**config.mk**
```make
export PLATFORM = sky130hd
export DESIGN_NAME = base64_stream_encoder_top
export DESIGN_NICKNAME = d
export VERILOG_FILES = /design/src/hw/rtl/b64e_pkg.sv /design/src/hw/rtl/base64_stream_encoder_top.sv /design/src/hw/rtl/b64e_front.sv /design/src/hw/rtl/b64e_queue.sv /design/src/hw/rtl/b64e_back.sv
export VERILOG_INCLUDE_DIRS = /design/src /design/src/hw/rtl
export SDC_FILE = /design/constraint.sdc
export NUM_CORES = 1
export LEC_CHECK = 0
export BUFFER_PORTS_ARGS = -buffer_cell sky130_fd_sc_hd__buf_4
export CORE_MARGIN = 8
export CORE_UTILIZATION = 63
export CTS_CLUSTER_DIAMETER = 50
export DETAILED_ROUTE_END_ITERATION = 10
export GPL_ROUTABILITY_DRIVEN = 0
export PLACE_DENSITY = 0.78
export SYNTH_ARGS = -nofsm -noshare
export SYNTH_HDL_FRONTEND = slang
export SYNTH_HIERARCHICAL = 1
export SYNTH_SLANG_ARGS = --single-unit
```
**constraint.sdc**
```tcl
create_clock -name clk -period 4.3 [get_ports clk]
set_clock_uncertainty 0.1 [all_clocks]
set_input_delay 0 -clock clk [delete_from_list [all_inputs] [get_ports clk]]
set_output_delay 0 -clock clk [all_outputs]
set_load 0.03 [all_outputs]
```
**src/hw/rtl/assert_macros.svh**
```systemverilog
// ----------------------------------------------------------------------------
// assert_macros
// Shared concurrent assertion macros.
// ----------------------------------------------------------------------------
`ifndef ASSERT_MACROS_SVH
`define ASSERT_MACROS_SVH

// expression holds at every clock edge outside reset
`define ASSERT_ALWAYS(lbl, clk, rstn, expr) \
    lbl: assert property (@(posedge clk) disable iff (!(rstn)) (expr)) \
        else $error("assertion failed");

// antecedent at one edge implies consequent at the next
`define ASSERT_NEXT(lbl, clk, rstn, ante, cons) \
    lbl: assert property (@(posedge clk) disable iff (!(rstn)) (ante) |=> (cons)) \
        else $error("assertion failed");

`endif

```
**src/hw/rtl/b64e_pkg.sv**
```systemverilog
// ----------------------------------------------------------------------------
// b64e_pkg
// Types, constants and the character lookup shared by the base64 encoder.
// ----------------------------------------------------------------------------
package b64e_pkg;

    localparam logic [7:0] UPPER_OFS = 8'd65;   // 'A'
    localparam logic [7:0] LOWER_OFS = 8'd71;   // 'a' - 26
    localparam logic [7:0] DIGIT_SUB = 8'd4;    // 52 - '0'
    localparam logic [7:0] PLUS_CHAR = 8'd43;   // '+'
    localparam logic [7:0] SLASH_CHAR = 8'd47;  // '/'
    localparam logic [7:0] PAD_CHAR = 8'd61;    // '='
    localparam int unsigned JOB_CHARS = 4;

    typedef struct packed {
        logic [7:0] data_byte;
        logic       final_byte;
    } b64e_in_t;

    typedef struct packed {
        logic [7:0] out_char;
        logic       out_last;
    } b64e_out_t;

    // characters produced by one byte, emitted in order up to last_idx
    typedef struct packed {
        logic [JOB_CHARS-1:0][7:0] chars;
        logic [1:0]                last_idx;
        logic                      last_flag;
    } b64e_job_t;

    function automatic logic [7:0] sextet_char(input logic [5:0] v);
        logic [7:0] c;
        logic [7:0] w;
        w = {2'b00, v};
        if (v <= 6'd25)
        begin
            c = w + UPPER_OFS;
        end
        else if (v <= 6'd51)
        begin
            c = w + LOWER_OFS;
        end
        else if (v <= 6'd61)
        begin
            c = w - DIGIT_SUB;
        end
        else if (v == 6'd62)
        begin
            c = PLUS_CHAR;
        end
        else
        begin
            c = SLASH_CHAR;
        end
        return c;
    endfunction

endpackage

```
**src/hw/rtl/base64_stream_encoder_top.sv**
```systemverilog
// ----------------------------------------------------------------------------
// base64_stream_encoder_top
// Byte-serial standard base64 encoder with queue-style ports on both sides.
// ----------------------------------------------------------------------------
// A byte is taken in every cycle while full is low; each byte becomes a job
// of one character (first or second byte of a triple), two characters (third
// byte) or, on a final first or second byte, three or four characters
// including '=' padding, and out_last marks the final character. Characters
// leave at one per cycle while the consumer pops, from a single output
// register; the back end's one-character-per-cycle walk limits the byte
// rate, and the job queue (QDEPTH entries) lets bytes keep arriving meanwhile.
// The first character of a byte is written into the job queue and then into
// the result register before it is on the result ports and can be popped.
// ----------------------------------------------------------------------------
module base64_stream_encoder_top #(
    parameter int unsigned QDEPTH = 2
) (
    input  logic                clk,
    input  logic                rst_n,
    input  logic                push,
    output logic                full,
    input  b64e_pkg::b64e_in_t  in_item,
    output logic                empty,
    input  logic                pop,
    output b64e_pkg::b64e_out_t out_item
);
    import b64e_pkg::*;

    b64e_job_t wr_job, head_job;
    logic      job_wr, head_rd, q_empty;

    b64e_front u_front (
        .clk     (clk),
        .rst_n   (rst_n),
        .push    (push),
        .full    (full),
        .in_item (in_item),
        .job_wr  (job_wr),
        .job     (wr_job)
    );

    b64e_queue #(
        .DEPTH (QDEPTH)
    ) u_queue (
        .clk     (clk),
        .rst_n   (rst_n),
        .wr_en   (job_wr),
        .wr_data (wr_job),
        .full    (full),
        .rd_en   (head_rd),
        .rd_data (head_job),
        .empty   (q_empty)
    );

    b64e_back u_back (
        .clk        (clk),
        .rst_n      (rst_n),
        .head       (head_job),
        .head_empty (q_empty),
        .head_rd    (head_rd),
        .empty      (empty),
        .pop        (pop),
        .out_item   (out_item)
    );

endmodule

```
**src/hw/rtl/b64e_front.sv**
```systemverilog
// ----------------------------------------------------------------------------
// b64e_front
// Accepts message bytes, tracks the triple phase and leftover bits, and
// turns each byte into a job of one to four characters.
// ----------------------------------------------------------------------------
`include "assert_macros.svh"

module b64e_front (
    input  logic               clk,
    input  logic               rst_n,
    input  logic               push,
    input  logic               full,
    input  b64e_pkg::b64e_in_t in_item,
    output logic               job_wr,
    output b64e_pkg::b64e_job_t job
);
    import b64e_pkg::*;

    typedef enum logic [1:0] {
        PH0 = 2'd0,
        PH1 = 2'd1,
        PH2 = 2'd2
    } phase_t;

    phase_t     phase_reg, phase_next;
    logic [3:0] left_reg, left_next;
    logic       accept;
    logic [7:0] b;
    logic       fin;

    assign accept = push && !full;
    assign job_wr = accept;
    assign b      = in_item.data_byte;
    assign fin    = in_item.final_byte;

    always_comb
    begin
        job        = '0;
        phase_next = phase_reg;
        left_next  = left_reg;
        unique case (phase_reg)
            PH1:
            begin
                job.chars[0] = sextet_char({left_reg[1:0], b[7:4]});
                if (fin)
                begin
                    job.chars[1]  = sextet_char({b[3:0], 2'b00});
                    job.chars[2]  = PAD_CHAR;
                    job.last_idx  = 2'd2;
                    job.last_flag = 1'b1;
                    phase_next    = PH0;
                    left_next     = 4'd0;
                end
                else
                begin
                    job.last_idx = 2'd0;
                    phase_next   = PH2;
                    left_next    = b[3:0];
                end
            end
            PH2:
            begin
                job.chars[0]  = sextet_char({left_reg, b[7:6]});
                job.chars[1]  = sextet_char(b[5:0]);
                job.last_idx  = 2'd1;
                job.last_flag = fin;
                phase_next    = PH0;
                left_next     = 4'd0;
            end
            default:
            begin
                job.chars[0] = sextet_char(b[7:2]);
                if (fin)
                begin
                    job.chars[1]  = sextet_char({b[1:0], 4'b0000});
                    job.chars[2]  = PAD_CHAR;
                    job.chars[3]  = PAD_CHAR;
                    job.last_idx  = 2'd3;
                    job.last_flag = 1'b1;
                    phase_next    = PH0;
                    left_next     = 4'd0;
                end
                else
                begin
                    job.last_idx = 2'd0;
                    phase_next   = PH1;
                    left_next    = {2'b00, b[1:0]};
                end
            end
        endcase
    end

    always_ff @(posedge clk or negedge rst_n)
    begin
        if (!rst_n)
        begin
            phase_reg <= PH0;
            left_reg  <= 4'd0;
        end
        else if (accept)
        begin
            phase_reg <= phase_next;
            left_reg  <= left_next;
        end
    end

    // a final byte always restarts the triple
    `ASSERT_NEXT(a_final_restarts, clk, rst_n, accept && fin, phase_reg == PH0 && left_reg == 4'd0)
    // leftover bits never exceed two bits after the first byte of a triple
    `ASSERT_ALWAYS(a_left_narrow, clk, rst_n, phase_reg != PH1 || left_reg[3:2] == 2'b00)

endmodule

```
**src/hw/rtl/b64e_queue.sv**
```systemverilog
// ----------------------------------------------------------------------------
// b64e_queue
// Short job queue between the byte front end and the character back end.
// ----------------------------------------------------------------------------
`include "assert_macros.svh"

module b64e_queue #(
    parameter int unsigned DEPTH = 2
) (
    input  logic                clk,
    input  logic                rst_n,
    input  logic                wr_en,
    input  b64e_pkg::b64e_job_t wr_data,
    output logic                full,
    input  logic                rd_en,
    output b64e_pkg::b64e_job_t rd_data,
    output logic                empty
);
    import b64e_pkg::*;

    localparam int unsigned AW = (DEPTH > 1) ? $clog2(DEPTH) : 1;
    localparam int unsigned CW = $clog2(DEPTH + 1);

    b64e_job_t         mem_reg [DEPTH];
    logic [AW-1:0]     wptr_reg, rptr_reg;
    logic [CW-1:0]     count_reg;
    logic              do_wr, do_rd;

    assign full    = (count_reg == CW'(DEPTH));
    assign empty   = (count_reg == '0);
    assign do_wr   = wr_en && !full;
    assign do_rd   = rd_en && !empty;
    assign rd_data = mem_reg[rptr_reg];

    function automatic logic [AW-1:0] wrap_inc(input logic [AW-1:0] p);
        logic [AW-1:0] r;
        if (p == AW'(DEPTH - 1))
        begin
            r = '0;
        end
        else
        begin
            r = p + AW'(1);
        end
        return r;
    endfunction

    always_ff @(posedge clk)
    begin
        if (do_wr)
        begin
            mem_reg[wptr_reg] <= wr_data;
        end
    end

    always_ff @(posedge clk or negedge rst_n)
    begin
        if (!rst_n)
        begin
            wptr_reg  <= '0;
            rptr_reg  <= '0;
            count_reg <= '0;
        end
        else
        begin
            if (do_wr)
            begin
                wptr_reg <= wrap_inc(wptr_reg);
            end
            if (do_rd)
            begin
                rptr_reg <= wrap_inc(rptr_reg);
            end
            if (do_wr && !do_rd)
            begin
                count_reg <= count_reg + CW'(1);
            end
            else if (do_rd && !do_wr)
            begin
                count_reg <= count_reg - CW'(1);
            end
        end
    end

    `ASSERT_ALWAYS(a_count_bound, clk, rst_n, count_reg <= CW'(DEPTH))
    // pointers meet exactly when the queue is empty or full
    `ASSERT_ALWAYS(a_ptr_match, clk, rst_n, (wptr_reg == rptr_reg) == (empty || full))

endmodule

```
**src/hw/rtl/b64e_back.sv**
```systemverilog
// ----------------------------------------------------------------------------
// b64e_back
// Walks the head job one character per cycle into the result register while it is empty or popped.
// ----------------------------------------------------------------------------
`include "assert_macros.svh"

module b64e_back (
    input  logic                clk,
    input  logic                rst_n,
    input  b64e_pkg::b64e_job_t head,
    input  logic                head_empty,
    output logic                head_rd,
    output logic                empty,
    input  logic                pop,
    output b64e_pkg::b64e_out_t out_item
);
    import b64e_pkg::*;

    logic       valid_reg;
    b64e_out_t  data_reg;
    logic [1:0] idx_reg;
    logic       adv;
    logic       take;
    logic       at_end;

    assign empty    = !valid_reg;
    assign out_item = data_reg;
    assign adv      = !valid_reg || pop;
    assign take     = adv && !head_empty;
    assign at_end   = (idx_reg == head.last_idx);
    assign head_rd  = take && at_end;

    always_ff @(posedge clk)
    begin
        if (take)
        begin
            data_reg.out_char <= head.chars[idx_reg];
            data_reg.out_last <= head.last_flag && at_end;
        end
    end

    always_ff @(posedge clk or negedge rst_n)
    begin
        if (!rst_n)
        begin
            valid_reg <= 1'b0;
            idx_reg   <= 2'd0;
        end
        else
        begin
            if (adv)
            begin
                valid_reg <= !head_empty;
            end
            if (take)
            begin
                idx_reg <= at_end ? 2'd0 : idx_reg + 2'd1;
            end
        end
    end

    // the character index never runs past the head job
    `ASSERT_ALWAYS(a_idx_in_job, clk, rst_n, head_empty || idx_reg <= head.last_idx)
    // an index in the middle of a job means that job is still queued
    `ASSERT_ALWAYS(a_idx_held, clk, rst_n, idx_reg == 2'd0 || !head_empty)

endmodule
```
Word level (Yosys, flattened, before mapping)
Memory sizes are Yosys's and may differ from the RTL's.
Cells that the tools add are included.
Operators by class
  mux-type cells: 45
  reductions and logical operators: 17
  equality and inequality tests: 8
  add/sub/neg operators: 23
  order comparisons: 19
Operators by type and width (count)
  8-bit two-way mux: 19
  6-bit by 7-bit adder with 8-bit output (second input constant): 12
  6-bit less-or-equal comparator (second input constant): 12
  6-bit by 3-bit subtractor with 7-bit output (second input constant): 6
  19-bit case mux with 2 select lines: 1
  6-bit by 5-bit less-or-equal comparator with 1-bit output (second input constant): 6
  6-bit equality test (second input constant): 4
  22-bit two-way mux: 1
  8-bit binary-select mux with 2-bit select: 1
  8-bit case mux with 2 select lines: 1
  14-bit two-way mux: 1
  2-bit two-way mux: 7
  3-bit two-way mux: 4
  1-bit logical AND: 8
  4-bit case mux with 2 select lines: 1
  1-bit two-way mux: 6
  6-bit two-way mux: 1
  1-bit zero test: 5
  2-bit by 1-bit adder with 2-bit output (second input constant): 2
  2-bit equality test (second input constant): 2
  4-bit two-way mux: 1
  2-bit case mux with 2 select lines: 1
  2-bit by 3-bit < comparator with 1-bit output (second input constant): 1
  1-bit adder (second input constant): 2
  7 further kinds: 7
Storage, ports and cells
  flip-flop bits (word level): 22
  bits in writable memories: 66
  memories kept: 1
  input bits: 13
Memory list
  u_queue.mem_reg: words 2, bits a word 33, rd ports 1, clocked after memory_dff 0, wr ports 1, line b64e_queue.sv:24  | b64e_job_t mem_reg [DEPTH];

Longest topological paths before layout
Gate-level depths: netlist (run 1).
  depth after elaboration: 8
  depth in mapped cells: 11
  mapped depth without buffers: 10

Hierarchy
Netlist (run 1), hierarchy kept.
Modules (own cells, without submodules)
  b64e_queue: cells an instance 128, instances 1, area an instance 2872.8 um^2
  b64e_front: cells an instance 424, instances 1, area an instance 2864.0 um^2
  b64e_back: cells an instance 39, instances 1, area an instance 670.6 um^2

Least setup slack after synthesis (run 1)
No wires, ideal clock.
  kind: register to register
  start point: register u_queue.count_reg[0]
  end point: memory u_queue/mem_reg[0][0] (netlist bit), enable pin
  slack: 1.042 ns
  clock period less this slack: 3.258 ns
  cell stages (with the launch flop): 8
  data required time: 3.773 ns
  arrival: 2.731 ns
  setup time: 0.427 ns
  cells stage by stage: dfrtp_1 -> nand2b_1 -> inv_1 -> nand2b_1 -> clkbuf_1 -> inv_1 -> nand2_1 -> nor2_1
On the way
  longest elaborated chain between the ends: 6
Ends and longest elaborated chain
  start, declared: line b64e_queue.sv:26  | logic [CW-1:0] count_reg;
  start signal, assigned: line b64e_queue.sv:76  | count_reg <= count_reg + CW'(1);
  start signal, assigned: line b64e_queue.sv:80  | count_reg <= count_reg - CW'(1);
  2-bit equality test: line b64e_queue.sv:29  | assign full = (count_reg == CW'(DEPTH));
  net full: line base64_stream_encoder_top.sv:21  | output logic full,
  1-bit zero test: line b64e_front.sv:31  | assign accept = push && !full;
  1-bit logical AND: line b64e_front.sv:31
  net job_wr: line base64_stream_encoder_top.sv:30  | logic job_wr, head_rd, q_empty;
  1-bit logical AND: line b64e_queue.sv:31  | assign do_wr = wr_en && !full;
  1-bit two-way mux: line b64e_queue.sv:50  | if (do_wr)
  1-bit two-way mux (implied by the code): line b64e_queue.sv:52  | mem_reg[wptr_reg] <= wr_data;
  end, declared: line b64e_queue.sv:24
The timed path passes the listed nets, and every way through them passes these cells.

==> results of run 1 <==
-- worst paths after layout --
check | from | endpoint | slack [ns] | cells past startpoint
setup reg to reg | u_front/left_reg[0] | u_queue/mem_reg[1][6] | 1.26 | 8
setup / recovery | u_front/left_reg[0] | u_queue/mem_reg[1][6] | 1.26 | 8
hold / removal | push | u_front/left_reg[3] | 0.03 | 4
max in group asynchronous | rst_n | u_queue/rptr_reg | 3.06 | 3
hold reg to reg | u_queue/wptr_reg | u_queue/wptr_reg | 0.42 | 1
min in group asynchronous | rst_n | u_front/left_reg[3] | 0.62 | 3
-- logic make-up after synthesis --
family,count (synthesis),synth area share
mux,47,0.115
other cells,1,0.000585
fa+ha+maj,34,0.0664
compound gates,160,0.169
xor+xnor,21,0.0287
flops,92,0.421
buf+inv,72,0.0662
simple gates,164,0.133
-- final cells by class --
type                            count  area share
Tap cell                          136      0.0254
Inverter                           23      0.0129
Clock inverter                      4     0.00634
Sequential cell                    92       0.402
Clock buffer                       10      0.0190
Timing Repair Buffer               34      0.0410
Multi-Input combinational cell    432       0.493
-- per-layer routing --
layer / up-vias / wire length [um] / global-route usage
li1: 2193 / - / -
met1: 2255 / 5940 / 0.282
met2: 323 / 6780 / 0.353
met3: 60 / 1140 / 0.0344
met4: 0 / 612 / 0.119
met5: - / 0 / 0
-- power by group --
part | internal [uW] | total (uW) | switching, uW
Clock | 258 | 517 | 259
Sequential | 1390 | 1600 | 213
Combinational | 770 | 1690 | 924
-- placed cells by master (no fill, tap or decap), drive strengths merged, types with 6 or more instances in the layout --
| cell | n |
|---|---|
| edfxtp | 79 |
| o21ai | 46 |
| nand2 | 46 |
| mux2 | 36 |
| a21oi | 35 |
| ha | 34 |
| buf | 26 |
| nor2 | 26 |
| nand3 | 22 |
| inv | 21 |
| xnor2 | 16 |
| nor3 | 16 |
| a31oi | 14 |
| dfrtp | 13 |
| o211ai | 11 |
| clkbuf | 10 |
| and3 | 9 |
| dlygate4sd3 | 8 |
| nand2b | 8 |
| nor2b | 8 |
| mux4 | 8 |
| or3 | 6 |
| conb | 6 |
| a211o | 6 |
| o31ai | 6 |
-- metrics by stage --
stage	util	total power (uW)	setup slack, ns
global placement	0.640	3220	1.44
floorplan	-	2970	1.04
CTS	0.665	3810	1.30
global route	0.665	4020	1.01
detailed placement	0.640	3280	1.32
finish	0.665	3810	1.26
-- critical path: cells and delay by family, from the launching register on --
kind                     cells  cell delay [ns]
adder cells (fa/ha/maj)      1             0.31
flip-flops                   1             0.58
buffers and inverters        1             0.32
AO/OA/AOI/OAI                4             0.57
AND/OR/NAND/NOR              2             0.88
-- timing repair --
item / CTS / global route
setup endpoints to repair: 0 / 0
hold buffers: 8 / 0
hold endpoints to repair: 22 / 0
==> run metrics, run 1 <==
outcome finished clean; Unique masters post-synth 83; antenna viol nets, final 0; CP required 4.27 ns; Peak Freq 329 MHz; DRC viols 0; Clock H-tree levels 3; Post-Syn Area 6410 um^2; max reg flops 70; clk_lat worst skew 0.34 ns; critical path type reg -> reg; Area after DPL 6460 um^2; Synth area leaders edfxtp_1 37%, mux2_4 6.8%, ha_1 6.6%, dfrtp_1 5.1%, o21ai_0 3.5%; Synth Instances 591; GRT overflow 0; slew of the pin with the lowest slew margin 0.895 ns; Tmin final 3.04 ns; Hold Vio Cnt, Final 0; crit start category register; leakage power 0.00255 uW; Die X 117 um; CP Max Fanout 11; setup bufs post-CTS 0; Clock Pin Slew Worst Setup and Hold Paths 0.08 ns; FF+latch area 2700 um^2; Max IR drop VDD 0.000310 V; net count reported at finish 639; Synth top cells by count 79 x edfxtp_1, 45 x nand2_1, 45 x o21ai_0; PD cells 568 nW/um^2; final cell count without fillers 731; # rows 37; CTS Buffer Depth 2; Vert. Die Dim 117 um; fin. max-slew vios 0; Routed WL 14500 um; largest net degree at the start of global routing 36; Fillers 821; most frequent cell after synthesis edfxtp_1; setup TNS 0 ns; Iteration-0 DRC Markers 521; period utilization 0.708; Arr. time, crit path 3.01 ns; CP endpoint kind register; Most used DFF post-synth edfxtp_1; TritonCTS clock tree yes; sequential share of the synthesized area 0.421; max-cap violation count 0; Area growth, synth to finish 4.69%; CTS Buf Count 9; Finish-stage setup viols 0; Slowest Stage Delay on Critical Path 0.58 ns; asr flop ratio synth 0.141; Synth Warn # 6; area taken by multi-input logic gates 3310 um^2; die footprint 13700 um^2; EDFF count, synth 79; Total GRT Usage 0.220; First-pass DRT Iterations 5; DR vias 4831; slowest CP cell dfrtp_1; cell at the root of the clock tree clkbuf_8; unrepaired setup endpoints after global routing false; first-pass GRT wire length 23500 um; clock sinks 92; vias in the first global route 4630; Initial Util 0.635; worst hold slack 0.0266 ns; Seq cells post-synth 92; Synth top area share 0.370; Mean Syn Cell Area 10.8 um^2; design area 6710 um^2; antenna cells 0; Buffers on Ports 23; HP Class in -> reg; post-DP HPWL 10200 um; WL per Instance 19.8 um; # placed instances 709; Post-CTS Resized 0; # IOs 24; antenna violations before repair 0; share of layout cells above drive strength 1 0.168; crit-path cells clkinv_1 -> ha_1 -> a21bo_1 -> and3b_1 -> a21oi_1 -> o21ai_0 -> a221oi_1 -> or4_1; vias per cell 6.61; Yosys top cell by area edfxtp_1; Relative slew margins 0.400; core area 10100 um^2
(Power assumes the default switching activity.)
==> run 2, diff against run 1 <==
==> constraint.sdc (replaced) <==
create_clock -name clk -period 3 [get_ports clk]
set_clock_uncertainty 0.1 [all_clocks]
set_input_delay 0 -clock clk [delete_from_list [all_inputs] [get_ports clk]]
set_output_delay 0 -clock clk [all_outputs]
set_load 0.03 [all_outputs]
==> run 2 against run 1 <==
Net effect:
- register-to-register slack got worse by 1.0 ns
- total power grew 45%
- clock power rose by 49%
- via count fell by 0.29%
- global-route usage down 0.25 points
- first-iteration DRC count fell by 7.7%
- sequential cell count did not move
- maximum frequency up 9.0%
- sequential share of layout area is 0.61 points lower
==> run metrics, run 2 (synthesis results as in run 1) <==
CTS Buf Count 9; CP endpoint kind register; Vert. Die Dim 117 um; Clock H-tree levels 3; Die X 117 um; antenna violations before repair 0; vias per cell 6.47; HP Class in -> reg; Finish-stage setup viols 0; most frequent cells in the layout 79 x edfxtp_1, 45 x o21ai_0, 45 x nand2_1; outcome finished clean; crit start category register; largest net degree at the start of global routing 36; vias in the first global route 4580; Power Total 5530 uW; Relative slew margins 0.440; Post-CTS Resized 0; slew of the pin with the lowest slew margin 0.838 ns; antenna cells 0; setup TNS 0 ns; Area growth, synth to finish 6.31%; clk_lat worst skew 0.35 ns; Max IR drop VDD 0.000418 V; slowest CP cell dfrtp_1; crit-path cells inv_1 -> ha_1 -> nand3_1 -> o31ai_4 -> or2_1 -> a2bb2oi_1 -> o221a_1 -> or4_1; max-cap violation count 0; Reg2Reg Depth 8; # IOs 24; post-DP HPWL 10400 um; TritonCTS clock tree yes; PD cells 811 nW/um^2; clock sinks 92; period utilization 0.931; Peak Freq 358 MHz; CP required 2.99 ns; commonest non-fill, non-tap cell in the layout edfxtp_1; Routed WL 14500 um; hold path cells 4; Area after DPL 6520 um^2; CP Max Fanout 12; DRC viols 0; kind of cell adding the most delay to the critical path simple AND/OR/NAND/NOR gates; unrepaired setup endpoints after global routing false; max reg flops 70; Clock Pin Slew Worst Setup and Hold Paths 0.08 ns; cell at the root of the clock tree clkbuf_8; net count reported at finish 650; Buffers on Ports 23; core area 10100 um^2; first-pass GRT wire length 23200 um; fin. max-slew vios 0; DR vias 4817; reg-to-reg slack, setup 0.21 ns; Total GRT Usage 0.218; Arr. time, crit path 2.78 ns; # rows 37; leakage power 0.00262 uW; Iteration-0 DRC Markers 481; GRT overflow 0; Slowest Stage Delay on Critical Path 0.50 ns; share of layout cells above drive strength 1 0.183; Tmin final 2.79 ns; critical path type reg -> reg; WP buf/inv 1; WL per Instance 19.4 um; CTS Buffer Depth 2; design area 6810 um^2; antenna viol nets, final 0; Initial Util 0.635; die footprint 13700 um^2; First-pass DRT Iterations 8; CP Depth 8; Hold Vio Cnt, Final 0
run 2: cell types whose count changed in the layout (fill, tap and decap cells not counted):
cell | previous run | this run
buf_4 | 26 | 34
clkinv_2 | 1 | 3
clkinvlp_4 | 0 | 1
clkbuf_1 | 1 | 2
clkinv_1 | 4 | 2
dlygate4sd3_1 | 8 | 11
run 2: metrics by stage:
step	worst slack, ns	std cells	utilization	hold slack, ns
finish	0.208	744	0.675	0.0334
global route	0.0853	744	0.675	0.0487
CTS	0.289	744	0.675	0.00710
detailed placement	0.290	717	0.646	-0.243
global placement	0.360	717	0.646	-0.247
floorplan	0.318	596	-	-0.396
run 2: worst paths after layout:
| path | start | to |
|---|---|---|
| min in group asynchronous | rst_n | u_front/left_reg[3] |
| worst max register to register | u_front/left_reg[1] | u_queue/mem_reg[1][6] |
| max in group asynchronous | rst_n | u_queue/rptr_reg |
| worst max-delay path | u_front/left_reg[1] | u_queue/mem_reg[1][6] |
| worst min register to register | u_queue/wptr_reg | u_queue/wptr_reg |
| worst min-delay path | push | u_front/left_reg[0] |
run 2: cell type report:
| cell class | instances | area (um^2) |
|---|---|---|
| inverter | 23 | 86.3 |
| clock inverter | 5 | 52.6 |
| clock buffer | 11 | 131 |
| timing repair buffer | 45 | 365 |
| tap | 136 | 170 |
| fill | 759 | 3280 |
| sequential | 92 | 2700 |
| multi-input combinational | 432 | 3310 |
run 2: tightest hold or removal path, stage by stage:
cell	delay, ns
buf_4	0.08
nand2b_1	0.17
nand2_1	0.11
o21ai_0	0.08
run 2: power breakdown:
part,internal [uW],total [uW],leakage (uW),switching (uW)
sequential,1990,2230,0.000901,237
clock,381,770,0.0000931,389
combinational,1140,2530,0.00163,1390
run 2: metal layers:
layer / up-vias / track usage / wire length [um]
met5: - / 0 / 0
met4: 0 / 0.139 / 655
met3: 57 / 0.0272 / 1180
met2: 283 / 0.346 / 6710
met1: 2259 / 0.277 / 5920
li1: 2218 / - / -
run 2: what timing repair did:
action	4_1_cts	5_1_grt
endpoints found under the hold margin	22	0
buffers inserted	0	0
hold buffers	11	0
